File: src/sha256_byte_stream_hasher_assert.svh
// Assertion macros for the SHA-256 byte stream hasher.
// Each macro checks one implication on the rising edge of clk and is
// switched off while rst is high.
`ifndef SHA256_BYTE_STREAM_HASHER_ASSERT_SVH
`define SHA256_BYTE_STREAM_HASHER_ASSERT_SVH

// The consequence must hold in the same cycle as the antecedent.
`define SHA_ASSERT_SAME(label, ante, cons, msg) \
  label: assert property (@(posedge clk) disable iff (rst) (ante) |-> (cons)) \
    else $error(msg);

// The consequence must hold in the cycle after the antecedent.
`define SHA_ASSERT_NEXT(label, ante, cons, msg) \
  label: assert property (@(posedge clk) disable iff (rst) (ante) |=> (cons)) \
    else $error(msg);

`endif

File: src/sha_pkg.sv
`timescale 1ns / 1ps
// ----------------------------------------------------------------------------
// sha_pkg
// Shared constants, round table and control types of the SHA-256 hasher.
// ----------------------------------------------------------------------------
package sha_pkg;

  localparam logic        CMD_ABSORB  = 1'b0;
  localparam logic        CMD_FINISH  = 1'b1;
  localparam logic [7:0]  PAD_MARK    = 8'h80;
  localparam logic [5:0]  FILL_LAST   = 6'd63;
  localparam logic [5:0]  LEN_START   = 6'd56;
  localparam logic [6:0]  SCHED_WORDS = 7'd16;
  localparam logic [6:0]  ROUND_COUNT = 7'd64;
  localparam logic [6:0]  COMP_LAST   = 7'd65;
  localparam logic [2:0]  DIGEST_LAST = 3'd7;

  // Control toward the message schedule.
  typedef struct packed {
    logic        push;    // load one assembled message word
    logic [31:0] word;
    logic        step;    // produce one schedule word
    logic        expand;  // schedule word comes from the recurrence
    logic [5:0]  idx;     // round number of the word being produced
  } sched_ctl_t;

  // Control toward the round unit and hash state.
  typedef struct packed {
    logic init;    // copy hash words into working variables
    logic round;   // run one compression round
    logic accum;   // add working variables into hash words
    logic reinit;  // return hash words to the initial values
  } core_ctl_t;

  function automatic logic [31:0] init_hash(input logic [2:0] i);
    logic [31:0] r;
    unique case (i)
      3'd0: r = 32'h6A09E667;
      3'd1: r = 32'hBB67AE85;
      3'd2: r = 32'h3C6EF372;
      3'd3: r = 32'hA54FF53A;
      3'd4: r = 32'h510E527F;
      3'd5: r = 32'h9B05688C;
      3'd6: r = 32'h1F83D9AB;
      3'd7: r = 32'h5BE0CD19;
    endcase
    return r;
  endfunction

  function automatic logic [31:0] round_k(input logic [5:0] t);
    logic [31:0] r;
    unique case (t)
      6'd0:  r = 32'h428A2F98;  6'd1:  r = 32'h71374491;
      6'd2:  r = 32'hB5C0FBCF;  6'd3:  r = 32'hE9B5DBA5;
      6'd4:  r = 32'h3956C25B;  6'd5:  r = 32'h59F111F1;
      6'd6:  r = 32'h923F82A4;  6'd7:  r = 32'hAB1C5ED5;
      6'd8:  r = 32'hD807AA98;  6'd9:  r = 32'h12835B01;
      6'd10: r = 32'h243185BE;  6'd11: r = 32'h550C7DC3;
      6'd12: r = 32'h72BE5D74;  6'd13: r = 32'h80DEB1FE;
      6'd14: r = 32'h9BDC06A7;  6'd15: r = 32'hC19BF174;
      6'd16: r = 32'hE49B69C1;  6'd17: r = 32'hEFBE4786;
      6'd18: r = 32'h0FC19DC6;  6'd19: r = 32'h240CA1CC;
      6'd20: r = 32'h2DE92C6F;  6'd21: r = 32'h4A7484AA;
      6'd22: r = 32'h5CB0A9DC;  6'd23: r = 32'h76F988DA;
      6'd24: r = 32'h983E5152;  6'd25: r = 32'hA831C66D;
      6'd26: r = 32'hB00327C8;  6'd27: r = 32'hBF597FC7;
      6'd28: r = 32'hC6E00BF3;  6'd29: r = 32'hD5A79147;
      6'd30: r = 32'h06CA6351;  6'd31: r = 32'h14292967;
      6'd32: r = 32'h27B70A85;  6'd33: r = 32'h2E1B2138;
      6'd34: r = 32'h4D2C6DFC;  6'd35: r = 32'h53380D13;
      6'd36: r = 32'h650A7354;  6'd37: r = 32'h766A0ABB;
      6'd38: r = 32'h81C2C92E;  6'd39: r = 32'h92722C85;
      6'd40: r = 32'hA2BFE8A1;  6'd41: r = 32'hA81A664B;
      6'd42: r = 32'hC24B8B70;  6'd43: r = 32'hC76C51A3;
      6'd44: r = 32'hD192E819;  6'd45: r = 32'hD6990624;
      6'd46: r = 32'hF40E3585;  6'd47: r = 32'h106AA070;
      6'd48: r = 32'h19A4C116;  6'd49: r = 32'h1E376C08;
      6'd50: r = 32'h2748774C;  6'd51: r = 32'h34B0BCB5;
      6'd52: r = 32'h391C0CB3;  6'd53: r = 32'h4ED8AA4A;
      6'd54: r = 32'h5B9CCA4F;  6'd55: r = 32'h682E6FF3;
      6'd56: r = 32'h748F82EE;  6'd57: r = 32'h78A5636F;
      6'd58: r = 32'h84C87814;  6'd59: r = 32'h8CC70208;
      6'd60: r = 32'h90BEFFFA;  6'd61: r = 32'hA4506CEB;
      6'd62: r = 32'hBEF9A3F7;  6'd63: r = 32'hC67178F2;
    endcase
    return r;
  endfunction

endpackage

File: src/sha_sched.sv
`timescale 1ns / 1ps
// ----------------------------------------------------------------------------
// sha_sched
// Sixteen-word message window and schedule; registers W[t] + K[t] per round.
// ----------------------------------------------------------------------------
module sha_sched (
  input  logic                clk,
  input  sha_pkg::sched_ctl_t ctl,
  output logic [31:0]         wk
);

  function automatic logic [31:0] ssig0(input logic [31:0] x);
    return {x[6:0], x[31:7]} ^ {x[17:0], x[31:18]} ^ (x >> 3);
  endfunction

  function automatic logic [31:0] ssig1(input logic [31:0] x);
    return {x[16:0], x[31:17]} ^ {x[18:0], x[31:19]} ^ (x >> 10);
  endfunction

  // win[0] is the oldest word, win[15] the newest.
  logic [31:0] win [16];
  logic [31:0] sched_word;
  logic [31:0] next_word;

  always_comb begin
    sched_word = ssig1(win[14]) + win[9] + ssig0(win[1]) + win[0];
    // In the first sixteen rounds the window simply rotates.
    next_word  = ctl.expand ? sched_word : win[0];
  end

  always_ff @(posedge clk) begin
    if (ctl.push || ctl.step) begin
      for (int i = 0; i < 15; i++) begin
        win[i] <= win[i + 1];
      end
      win[15] <= ctl.push ? ctl.word : next_word;
    end
    if (ctl.step) begin
      wk <= next_word + sha_pkg::round_k(ctl.idx);
    end
  end

endmodule

File: src/sha_core.sv
`timescale 1ns / 1ps
// ----------------------------------------------------------------------------
// sha_core
// Shared compression round unit, working variables and the eight hash words.
// ----------------------------------------------------------------------------
module sha_core (
  input  logic               clk,
  input  logic               rst,
  input  sha_pkg::core_ctl_t ctl,
  input  logic [31:0]        wk,
  input  logic [2:0]         sel,
  output logic [31:0]        hash_word
);

  function automatic logic [31:0] bsig0(input logic [31:0] x);
    return {x[1:0], x[31:2]} ^ {x[12:0], x[31:13]} ^ {x[21:0], x[31:22]};
  endfunction

  function automatic logic [31:0] bsig1(input logic [31:0] x);
    return {x[5:0], x[31:6]} ^ {x[10:0], x[31:11]} ^ {x[24:0], x[31:25]};
  endfunction

  // v[0] through v[7] are the working variables a through h.
  logic [31:0] v  [8];
  logic [31:0] hv [8];
  logic [31:0] t1;
  logic [31:0] t2;

  always_comb begin
    t1 = v[7] + bsig1(v[4]) + (v[6] ^ (v[4] & (v[5] ^ v[6]))) + wk;
    t2 = bsig0(v[0]) + ((v[0] & v[1]) | (v[2] & (v[0] | v[1])));
  end

  always_ff @(posedge clk) begin
    if (ctl.init) begin
      for (int i = 0; i < 8; i++) begin
        v[i] <= hv[i];
      end
    end else if (ctl.round) begin
      v[0] <= t1 + t2;
      v[1] <= v[0];
      v[2] <= v[1];
      v[3] <= v[2];
      v[4] <= v[3] + t1;
      v[5] <= v[4];
      v[6] <= v[5];
      v[7] <= v[6];
    end
  end

  always_ff @(posedge clk) begin
    if (rst || ctl.reinit) begin
      for (int i = 0; i < 8; i++) begin
        hv[i] <= sha_pkg::init_hash(3'(i));
      end
    end else if (ctl.accum) begin
      for (int i = 0; i < 8; i++) begin
        hv[i] <= hv[i] + v[i];
      end
    end
  end

  assign hash_word = hv[sel];

endmodule

File: src/sha256_byte_stream_hasher.sv
`timescale 1ns / 1ps
// ----------------------------------------------------------------------------
// sha256_byte_stream_hasher
// SHA-256 of a byte stream: absorb bytes, then finish to read the digest.
// ----------------------------------------------------------------------------
// Input channel (in_valid/in_ready): each beat carries cmd and data_byte.
// An absorb beat (cmd 0) adds one message byte; a finish beat (cmd 1) pads
// the message, runs the last compression(s) and starts the digest.
// Output channel (out_valid/out_ready): a finish yields eight beats, digest
// word 0 (most significant) first, with word_index 0 to 7 and last_word set
// on the eighth beat.
// Flow: an absorb beat keeps in_ready high unless it completes a block. Every
// 64th byte starts a block compression by the single round unit doing one
// round per cycle, after a step that loads the state and before one that adds
// it into the hash. A finish writes padding bytes up to the block end (at most
// 64 bytes, 72 when the padding spills into a second block), runs each
// compression, then gives the eight output beats. No byte is taken while a
// block compresses.
// in_ready is high only when the block is idle. A stalled receiver simply
// holds the digest beats; nothing is lost. Synchronous reset returns the
// hash to the initial values and the byte count to zero.
// ----------------------------------------------------------------------------
`include "sha256_byte_stream_hasher_assert.svh"

module sha256_byte_stream_hasher (
  input  logic        clk,
  input  logic        rst,
  input  logic        in_valid,
  output logic        in_ready,
  input  logic        cmd,
  input  logic [7:0]  data_byte,
  output logic        out_valid,
  input  logic        out_ready,
  output logic [31:0] digest_word,
  output logic [2:0]  word_index,
  output logic        last_word
);

  typedef enum logic [1:0] {
    ST_IDLE,
    ST_PAD,
    ST_COMP,
    ST_OUT
  } state_t;

  state_t      state;
  logic [5:0]  fill;        // byte position inside the current block
  logic [23:0] partial;     // bytes of the word being assembled
  logic [63:0] byte_count;
  logic [6:0]  cnt;         // compression cycle
  logic        fin;         // a finish is in progress
  logic        spill;       // padding needs one more block before the length
  logic [2:0]  widx;

  logic        wr_en;
  logic [7:0]  wr_byte;
  logic [63:0] bit_len;
  logic [7:0]  len_byte;
  logic [31:0] wk;

  sha_pkg::sched_ctl_t sctl;
  sha_pkg::core_ctl_t  cctl;

  assign in_ready    = (state == ST_IDLE);
  assign out_valid   = (state == ST_OUT);
  assign word_index  = widx;
  assign last_word   = (widx == sha_pkg::DIGEST_LAST);

  // The length field sits in bytes 56 to 63 of the final block, big-endian.
  assign bit_len  = {byte_count[60:0], 3'b000};
  assign len_byte = 8'(bit_len >> {~fill[2:0], 3'b000});

  // Byte entry: absorbed bytes come from the port, padding bytes are made
  // here, and both go through the same word assembler.
  always_comb begin
    wr_en   = 1'b0;
    wr_byte = 8'h00;
    unique case (state)
      ST_IDLE: begin
        wr_en   = in_valid;
        wr_byte = (cmd == sha_pkg::CMD_FINISH) ? sha_pkg::PAD_MARK : data_byte;
      end
      ST_PAD: begin
        wr_en   = 1'b1;
        wr_byte = (fill >= sha_pkg::LEN_START && !spill) ? len_byte : 8'h00;
      end
      ST_COMP: begin
      end
      ST_OUT: begin
      end
    endcase
  end

  always_comb begin
    sctl.push   = wr_en && (fill[1:0] == 2'b11);
    sctl.word   = {partial, wr_byte};
    sctl.step   = (state == ST_COMP) && (cnt < sha_pkg::ROUND_COUNT);
    sctl.expand = (cnt >= sha_pkg::SCHED_WORDS);
    sctl.idx    = cnt[5:0];

    cctl.init   = (state == ST_COMP) && (cnt == '0);
    cctl.round  = (state == ST_COMP) && (cnt != '0) && (cnt <= sha_pkg::ROUND_COUNT);
    cctl.accum  = (state == ST_COMP) && (cnt == sha_pkg::COMP_LAST);
    cctl.reinit = (state == ST_OUT) && out_ready && (widx == sha_pkg::DIGEST_LAST);
  end

  always_ff @(posedge clk) begin
    if (wr_en) begin
      partial <= {partial[15:0], wr_byte};
    end
    if (rst) begin
      state      <= ST_IDLE;
      fill       <= '0;
      byte_count <= '0;
      cnt        <= '0;
      fin        <= 1'b0;
      spill      <= 1'b0;
      widx       <= '0;
    end else begin
      unique case (state)
        ST_IDLE: begin
          if (in_valid) begin
            fill <= fill + 6'd1;
            if (cmd == sha_pkg::CMD_FINISH) begin
              fin   <= 1'b1;
              spill <= (fill >= sha_pkg::LEN_START);
            end else begin
              byte_count <= byte_count + 64'd1;
            end
            if (fill == sha_pkg::FILL_LAST) begin
              state <= ST_COMP;
            end else if (cmd == sha_pkg::CMD_FINISH) begin
              state <= ST_PAD;
            end
          end
        end
        ST_PAD: begin
          fill <= fill + 6'd1;
          if (fill == sha_pkg::FILL_LAST) begin
            state <= ST_COMP;
          end
        end
        ST_COMP: begin
          if (cnt == sha_pkg::COMP_LAST) begin
            cnt <= '0;
            if (!fin) begin
              state <= ST_IDLE;
            end else if (spill) begin
              spill <= 1'b0;
              state <= ST_PAD;
            end else begin
              widx  <= '0;
              state <= ST_OUT;
            end
          end else begin
            cnt <= cnt + 7'd1;
          end
        end
        ST_OUT: begin
          if (out_ready) begin
            widx <= widx + 3'd1;
            if (widx == sha_pkg::DIGEST_LAST) begin
              state      <= ST_IDLE;
              fin        <= 1'b0;
              byte_count <= '0;
            end
          end
        end
      endcase
    end
  end

  sha_sched u_sched (
    .clk (clk),
    .ctl (sctl),
    .wk  (wk)
  );

  sha_core u_core (
    .clk       (clk),
    .rst       (rst),
    .ctl       (cctl),
    .wk        (wk),
    .sel       (widx),
    .hash_word (digest_word)
  );

  `SHA_ASSERT_SAME(a_one_side, out_valid, !in_ready, "input taken while digest is pending")
  `SHA_ASSERT_SAME(a_fill_tracks, state == ST_IDLE, fill == byte_count[5:0], "block fill lost track of byte count")
  `SHA_ASSERT_NEXT(a_digest_done, out_valid && out_ready && last_word, in_ready && byte_count == '0, "hasher not reset after digest")
  `SHA_ASSERT_NEXT(a_absorb_quick, in_valid && in_ready && cmd == sha_pkg::CMD_ABSORB && fill != sha_pkg::FILL_LAST, in_ready, "absorb inside a block stalled")
  `SHA_ASSERT_NEXT(a_out_holds, out_valid && !out_ready, out_valid && $stable(word_index), "digest beat dropped while stalled")

endmodule
File: config.mk
export PLATFORM = sky130hd
export DESIGN_NAME = sha256_byte_stream_hasher
export DESIGN_NICKNAME = d
export VERILOG_FILES = /design/src/sha_pkg.sv /design/src/sha_sched.sv /design/src/sha_core.sv /design/src/sha256_byte_stream_hasher.sv
export VERILOG_INCLUDE_DIRS = /design/src /design/src/src
export SDC_FILE = /design/constraint.sdc
export NUM_CORES = 2
export LEC_CHECK = 0
export ABC_CLOCK_PERIOD_IN_PS = 53400
export BUFFER_PORTS_ARGS = -buffer_cell sky130_fd_sc_hd__buf_2
export CAP_MARGIN = 20
export CORE_AREA = 10 10 430 306
export DETAILED_ROUTE_END_ITERATION = 8
export DIE_AREA = 0 0 440 316
export GPL_TIMING_DRIVEN = 0
export PLACE_DENSITY = 0.75
export SLEW_MARGIN = 20
export SYNTH_ARGS = -nofsm -noshare
export SYNTH_HDL_FRONTEND = slang
export SYNTH_SLANG_ARGS = --single-unit
File: constraint.sdc
create_clock -name clk -period 53.4 [get_ports clk]
set_input_delay 10.68 -clock clk [delete_from_list [all_inputs] [get_ports clk]]
set_output_delay 10.68 -clock clk [all_outputs]
set_load 0.01 [all_outputs]
==> impl_results.html <==
<table>
<tr><th>Metric</th><th>Value</th></tr>
<tr><th colspan="2">Place</th></tr>
<tr><td>Final Wtd Congestion</td><td>between 1 and 1.5</td></tr>
<tr><td>Detail Placement HPWL</td><td>192400 um</td></tr>
<tr><td>Cell area after placement</td><td>approximately 77000 um^2</td></tr>
<tr><td>PortBufs</td><td>50</td></tr>
<tr><td>Worst slack at placement</td><td>38110 ps</td></tr>
<tr><th colspan="2">Run</th></tr>
<tr><td>Max Cap Violations</td><td>0</td></tr>
<tr><th colspan="2">Floorplanning</th></tr>
<tr><td>Total number of placement rows</td><td>108</td></tr>
<tr><td>Die outline area</td><td>139000 um^2</td></tr>
<tr><td>Horizontal extent of the die</td><td>~440 um</td></tr>
<tr><td>Placeable core region</td><td>123200 um^2</td></tr>
<tr><td>Initial core utilization</td><td>0.5956</td></tr>
<tr><td>Vertical extent of the die</td><td>316 um</td></tr>
<tr><td>Boundary Pins</td><td>51</td></tr>
<tr><th colspan="2">Critical path</th></tr>
<tr><td>Terminus of the critical flop-to-flop path</td><td>u_core.v[0][30]</td></tr>
<tr><td>CP Max Fanout</td><td>14</td></tr>
<tr><td>Worst path required time</td><td>roughly 54000 ps</td></tr>
<tr><td>Worst path arrival time</td><td>about 15000 ps</td></tr>
<tr><td>Worst path slowest cell</td><td>sky130_fd_sc_hd__clkbuf_1</td></tr>
<tr><td>Sort of element at the start of the critical path</td><td>input port</td></tr>
<tr><td>Delay contributed by the slowest stage of the critical path</td><td>890 ps</td></tr>
<tr><td>Register-to-Register Setup Slack</td><td>~44000 ps</td></tr>
<tr><td>Critical path type</td><td>in2reg</td></tr>
<tr><td>Most common cell on crit path</td><td>sky130_fd_sc_hd__clkbuf_1</td></tr>
<tr><td>Crit path capture type</td><td>flop</td></tr>
<tr><td>Reg2Reg Launch Point</td><td>u_core.v[1][26]</td></tr>
<tr><td>Number of cells on the worst reg-to-reg path</td><td>27</td></tr>
<tr><td>Critical Path, Cell by Cell</td><td>buf_2, clkbuf_1, nand2b_1, buf_2, inv_1, clkbuf_1, ha_1, clkbuf_1, clkbuf_1, o21ai_0, nor3_1, a21oi_1, a21oi_1</td></tr>
<tr><th colspan="2">GRT</th></tr>
<tr><td>Vias in the first global route</td><td>roughly 52000</td></tr>
<tr><td>Initial antenna violation count</td><td>12</td></tr>
<tr><td>Pin count of the biggest net entering global routing</td><td>41</td></tr>
<tr><td>Global-route wire length before repair</td><td>roughly 360000 um</td></tr>
<tr><td>Sum of overflow across all layers after global routing</td><td>0</td></tr>
<tr><td>Gr usage total</td><td>0.3471</td></tr>
<tr><th colspan="2">Clock network</th></tr>
<tr><td>CTS tree</td><td>yes</td></tr>
<tr><td>CTS H-Tree Depth</td><td>3</td></tr>
<tr><td>Number of buffers on the longest clock path</td><td>3</td></tr>
<tr><td>Clock transition at the registers of the reported paths</td><td>70 ps</td></tr>
<tr><td>Number of gates given a new drive strength after cts</td><td>0</td></tr>
<tr><td>Inserted Clock Buffers</td><td>116</td></tr>
<tr><td>Clk sinks</td><td>1196</td></tr>
<tr><td>Clock Latency Late Sink</td><td>800 ps</td></tr>
<tr><td>CTS Root Cell</td><td>sky130_fd_sc_hd__clkbuf_16</td></tr>
<tr><td>Post-CTS Setup Repair Bufs</td><td>0</td></tr>
<tr><td>Hold Buf Count CTS</td><td>0</td></tr>
<tr><th colspan="2">Finish</th></tr>
<tr><td>Fraction of layout cells with a size suffix above 1</td><td>0.1079</td></tr>
<tr><td>P&amp;R area growth vs syn</td><td>10.52%</td></tr>
<tr><td>Net count of the finished layout</td><td>7320</td></tr>
<tr><td>Final design area excluding fillers</td><td>81130 um^2</td></tr>
<tr><th colspan="2">Detailed routing</th></tr>
<tr><td>Aggregate routed wire length</td><td>247200 um</td></tr>
<tr><td>Average wire length per cell after detail routing</td><td>29.17 um</td></tr>
<tr><td>DRC errors left</td><td>0</td></tr>
<tr><td>Initial DRT Pass Iterations</td><td>6</td></tr>
<tr><td>Count of antenna-violating nets left after detailed routing</td><td>0</td></tr>
<tr><td>Via-per-instance ratio</td><td>~6.6</td></tr>
<tr><td>Violation count after the first detailed-routing iteration</td><td>around 8900</td></tr>
<tr><td>Vias</td><td>56089</td></tr>
<tr><th colspan="2">Logic synthesis</th></tr>
<tr><td>Netlist Area Pre-Place</td><td>~73000 um^2</td></tr>
<tr><td>Number of nets in the synthesized netlist</td><td>7099</td></tr>
<tr><td>Synthesis Warnings</td><td>0</td></tr>
<tr><td>Sequential cell area fraction in the yosys report</td><td>0.4735</td></tr>
<tr><td>Cells taking the most area after synthesis</td><td>sky130_fd_sc_hd__edfxtp_1, sky130_fd_sc_hd__ha_1, sky130_fd_sc_hd__xnor2_1</td></tr>
<tr><td>Number of cells produced by synthesis</td><td>6494</td></tr>
<tr><td>Yosys top cell area share</td><td>0.4418</td></tr>
<tr><td>Synthesis-stage register bit count</td><td>1196</td></tr>
<tr><td>Count of unique library cells instantiated by Yosys</td><td>around 110</td></tr>
<tr><td>Most frequently used flop master after synthesis</td><td>sky130_fd_sc_hd__edfxtp_1</td></tr>
<tr><td>Average instance area after synthesis</td><td>roughly 11 um^2</td></tr>
<tr><td>Number of enable flip-flop cells after synthesis</td><td>1080</td></tr>
<tr><td>Area leader, netlist</td><td>sky130_fd_sc_hd__edfxtp_1</td></tr>
<tr><td>Post-synthesis async set-or-reset flop share</td><td>0</td></tr>
<tr><th colspan="2">Pwr</th></tr>
<tr><td>PwrDens</td><td>roughly 26 nW/um^2</td></tr>
<tr><td>Total leakage power</td><td>between 30 and 40 nW</td></tr>
<tr><td>Highest ir drop seen on vdd</td><td>0.02751 mV</td></tr>
<tr><td>Total power</td><td>2.129 mW</td></tr>
<tr><th colspan="2">Timing</th></tr>
<tr><td>Worst setup margin</td><td>38640 ps</td></tr>
<tr><td>Setup Total Neg Slack</td><td>0 ps</td></tr>
<tr><td>Number of failing hold endpoints at the final stage</td><td>0</td></tr>
<tr><td>Max-Slew Margin vs Limit</td><td>0.1337</td></tr>
<tr><td>Max-slew violation count</td><td>0</td></tr>
<tr><td>Shortest clock period the worst path allows after layout</td><td>~15000 ps</td></tr>
<tr><td>Unrepaired setup endpoints after global routing</td><td>false</td></tr>
<tr><td>Slew at the pin with the worst max-slew slack</td><td>1299 ps</td></tr>
<tr><td>Final number of setup-violating endpoints</td><td>0</td></tr>
<tr><td>Hold WS</td><td>approximately 370 ps</td></tr>
<tr><td>Post-Route Skew</td><td>slightly above 70 ps</td></tr>
<tr><td>Highest attainable clock frequency</td><td>0.06775 GHz</td></tr>
<tr><td>Final worst-path cycle share</td><td>0.2764</td></tr>
<tr><th colspan="2">Hold path</th></tr>
<tr><td>Path type of the worst min-delay path</td><td>reg2reg</td></tr>
<tr><td>Worst Min Path Start</td><td>u_sched.win[7][5]</td></tr>
<tr><td>Hold-critical path endpoint</td><td>u_sched.win[6][5]</td></tr>
<tr><td>Worst hold path cell count</td><td>0</td></tr>
<tr><th colspan="2">Status</th></tr>
<tr><td>Outcome</td><td>complete, no violations</td></tr>
</table>
[worst max path at each step]
stage / endpoint / slack (ps) / start
after floorplan: u_sched.win[0][0] / 14970 / state[0]
after global placement: u_sched.win[3][9] / 2560 / state[0]
after detailed placement: flop / 38110 / rst
after CTS: flop / 38950 / rst
after global routing: flop / 38580 / rst
final: flop / 38640 / rst
[routing by layer]
| metal | vias to the layer above | part of all wire | GRT usage |
|---|---|---|---|
| li1 | 24334 | - | - |
| met1 | 27526 | 0.43 | 0.5272 |
| met2 | 3774 | 0.38 | 0.4474 |
| met3 | 445 | 0.16 | 0.1506 |
| met4 | 10 | 0.026 | 0.08523 |
| met5 | - | 0.00026 | 0 |
[state kept, by name, summed over array words and instances (netlist names), 2 cells and up, named ones only]
| name | flops |
|---|---|
| u_core.v | 256 |
| word_index | 3 |
| u_sched.win | 512 |
| fill | 6 |
| u_sched.wk | 32 |
| state | 2 |
| byte_count | 61 |
| cnt | 7 |
| partial | 24 |
| u_core.hv | 256 |
[through the flow]
stage | utilization | instances
floorplan | - | 6494
global placement | 0.6144 | 8194
detailed placement | 0.6257 | 8246
CTS | 0.6579 | 8463
global route | 0.6582 | 8466
finish | 0.6583 | 8472
[cell usage in the layout (no fill, tap or decap), types with 68 or more instances in the layout]
cell type and count:
sky130_fd_sc_hd__fa_1 166, sky130_fd_sc_hd__nand2_1 493, sky130_fd_sc_hd__nor3_1 112, sky130_fd_sc_hd__xnor2_1 392, sky130_fd_sc_hd__buf_2 85, sky130_fd_sc_hd__clkbuf_16 120, sky130_fd_sc_hd__ha_1 426, sky130_fd_sc_hd__a211oi_1 79
sky130_fd_sc_hd__o21ai_0 349, sky130_fd_sc_hd__inv_1 347, sky130_fd_sc_hd__edfxtp_1 1080, sky130_fd_sc_hd__and3_1 68, sky130_fd_sc_hd__a21o_1 158, sky130_fd_sc_hd__mux2_2 245, sky130_fd_sc_hd__dfxtp_1 116, sky130_fd_sc_hd__clkbuf_1 219
sky130_fd_sc_hd__mux4_2 77, sky130_fd_sc_hd__nor2_1 466, sky130_fd_sc_hd__nand3_1 134, sky130_fd_sc_hd__xor2_1 232, sky130_fd_sc_hd__a21oi_1 399
[cells in the mapped netlist, drive strengths merged, types with 32 or more instances]
master / count
a31oi: 56
fa: 166
nand2b: 64
o31ai: 32
o211ai: 42
a21oi: 403
clkbuf: 213
nor2: 471
buf: 61
edfxtp: 1080
o21a: 55
inv: 351
mux2i: 51
o21bai: 40
nor2b: 52
ha: 426
or3: 36
nor3: 116
dfxtp: 116
a21o: 158
nand4: 54
a211oi: 84
xnor2: 393
and3: 68
o21ai: 372
xor2: 232
mux2: 245
nand3: 134
mux4: 77
nand2: 496
[kinds of logic (layout without fill, tap and decap cells)]
kind of cell | after synthesis | in the layout | share of synthesized area
muxes | 373 | 373 | 0.06817
xor gates and xnor gates | 626 | 626 | 0.07498
buffers and inverters | 627 | 947 | 0.03271
DFF | 1196 | 1196 | 0.4735
other | 0 | 8 | 0
adders and majority gates | 615 | 615 | 0.1210
and+or+nand+nor | 1595 | 1595 | 0.1009
AOI/OAI and AO/OA | 1462 | 1462 | 0.1288
[area by class of cell]
cell class,instances,area (um^2)
clock buffers,154,3251
diodes,8,20.02
plain buffers,274,1101
repair buffers,103,1573
flip-flops and latches,1196,34750
multi-input cells,4671,36310
fillers,9405,42110
well taps,1650,2064
inverters,353,1325
clock inverters,63,725.7
[critical path, delay by kind of cell]
family | cells | cell delay, ps
compound gates | 3 | 910
simple gates | 2 | 420
fa+ha+maj | 1 | 290
buf+inv | 7 | 3040
[power breakdown]
| group | leakage, nW | internal [mW] | total, mW | switching (mW) |
|---|---|---|---|---|
| clock | 1.92 | 0.483 | 0.869 | 0.386 |
| combinational | 17.6 | 0.0818 | 0.204 | 0.123 |
| sequential | 10.9 | 1.04 | 1.06 | 0.0176 |
Note: power is estimated with default switching activity, not from simulation.
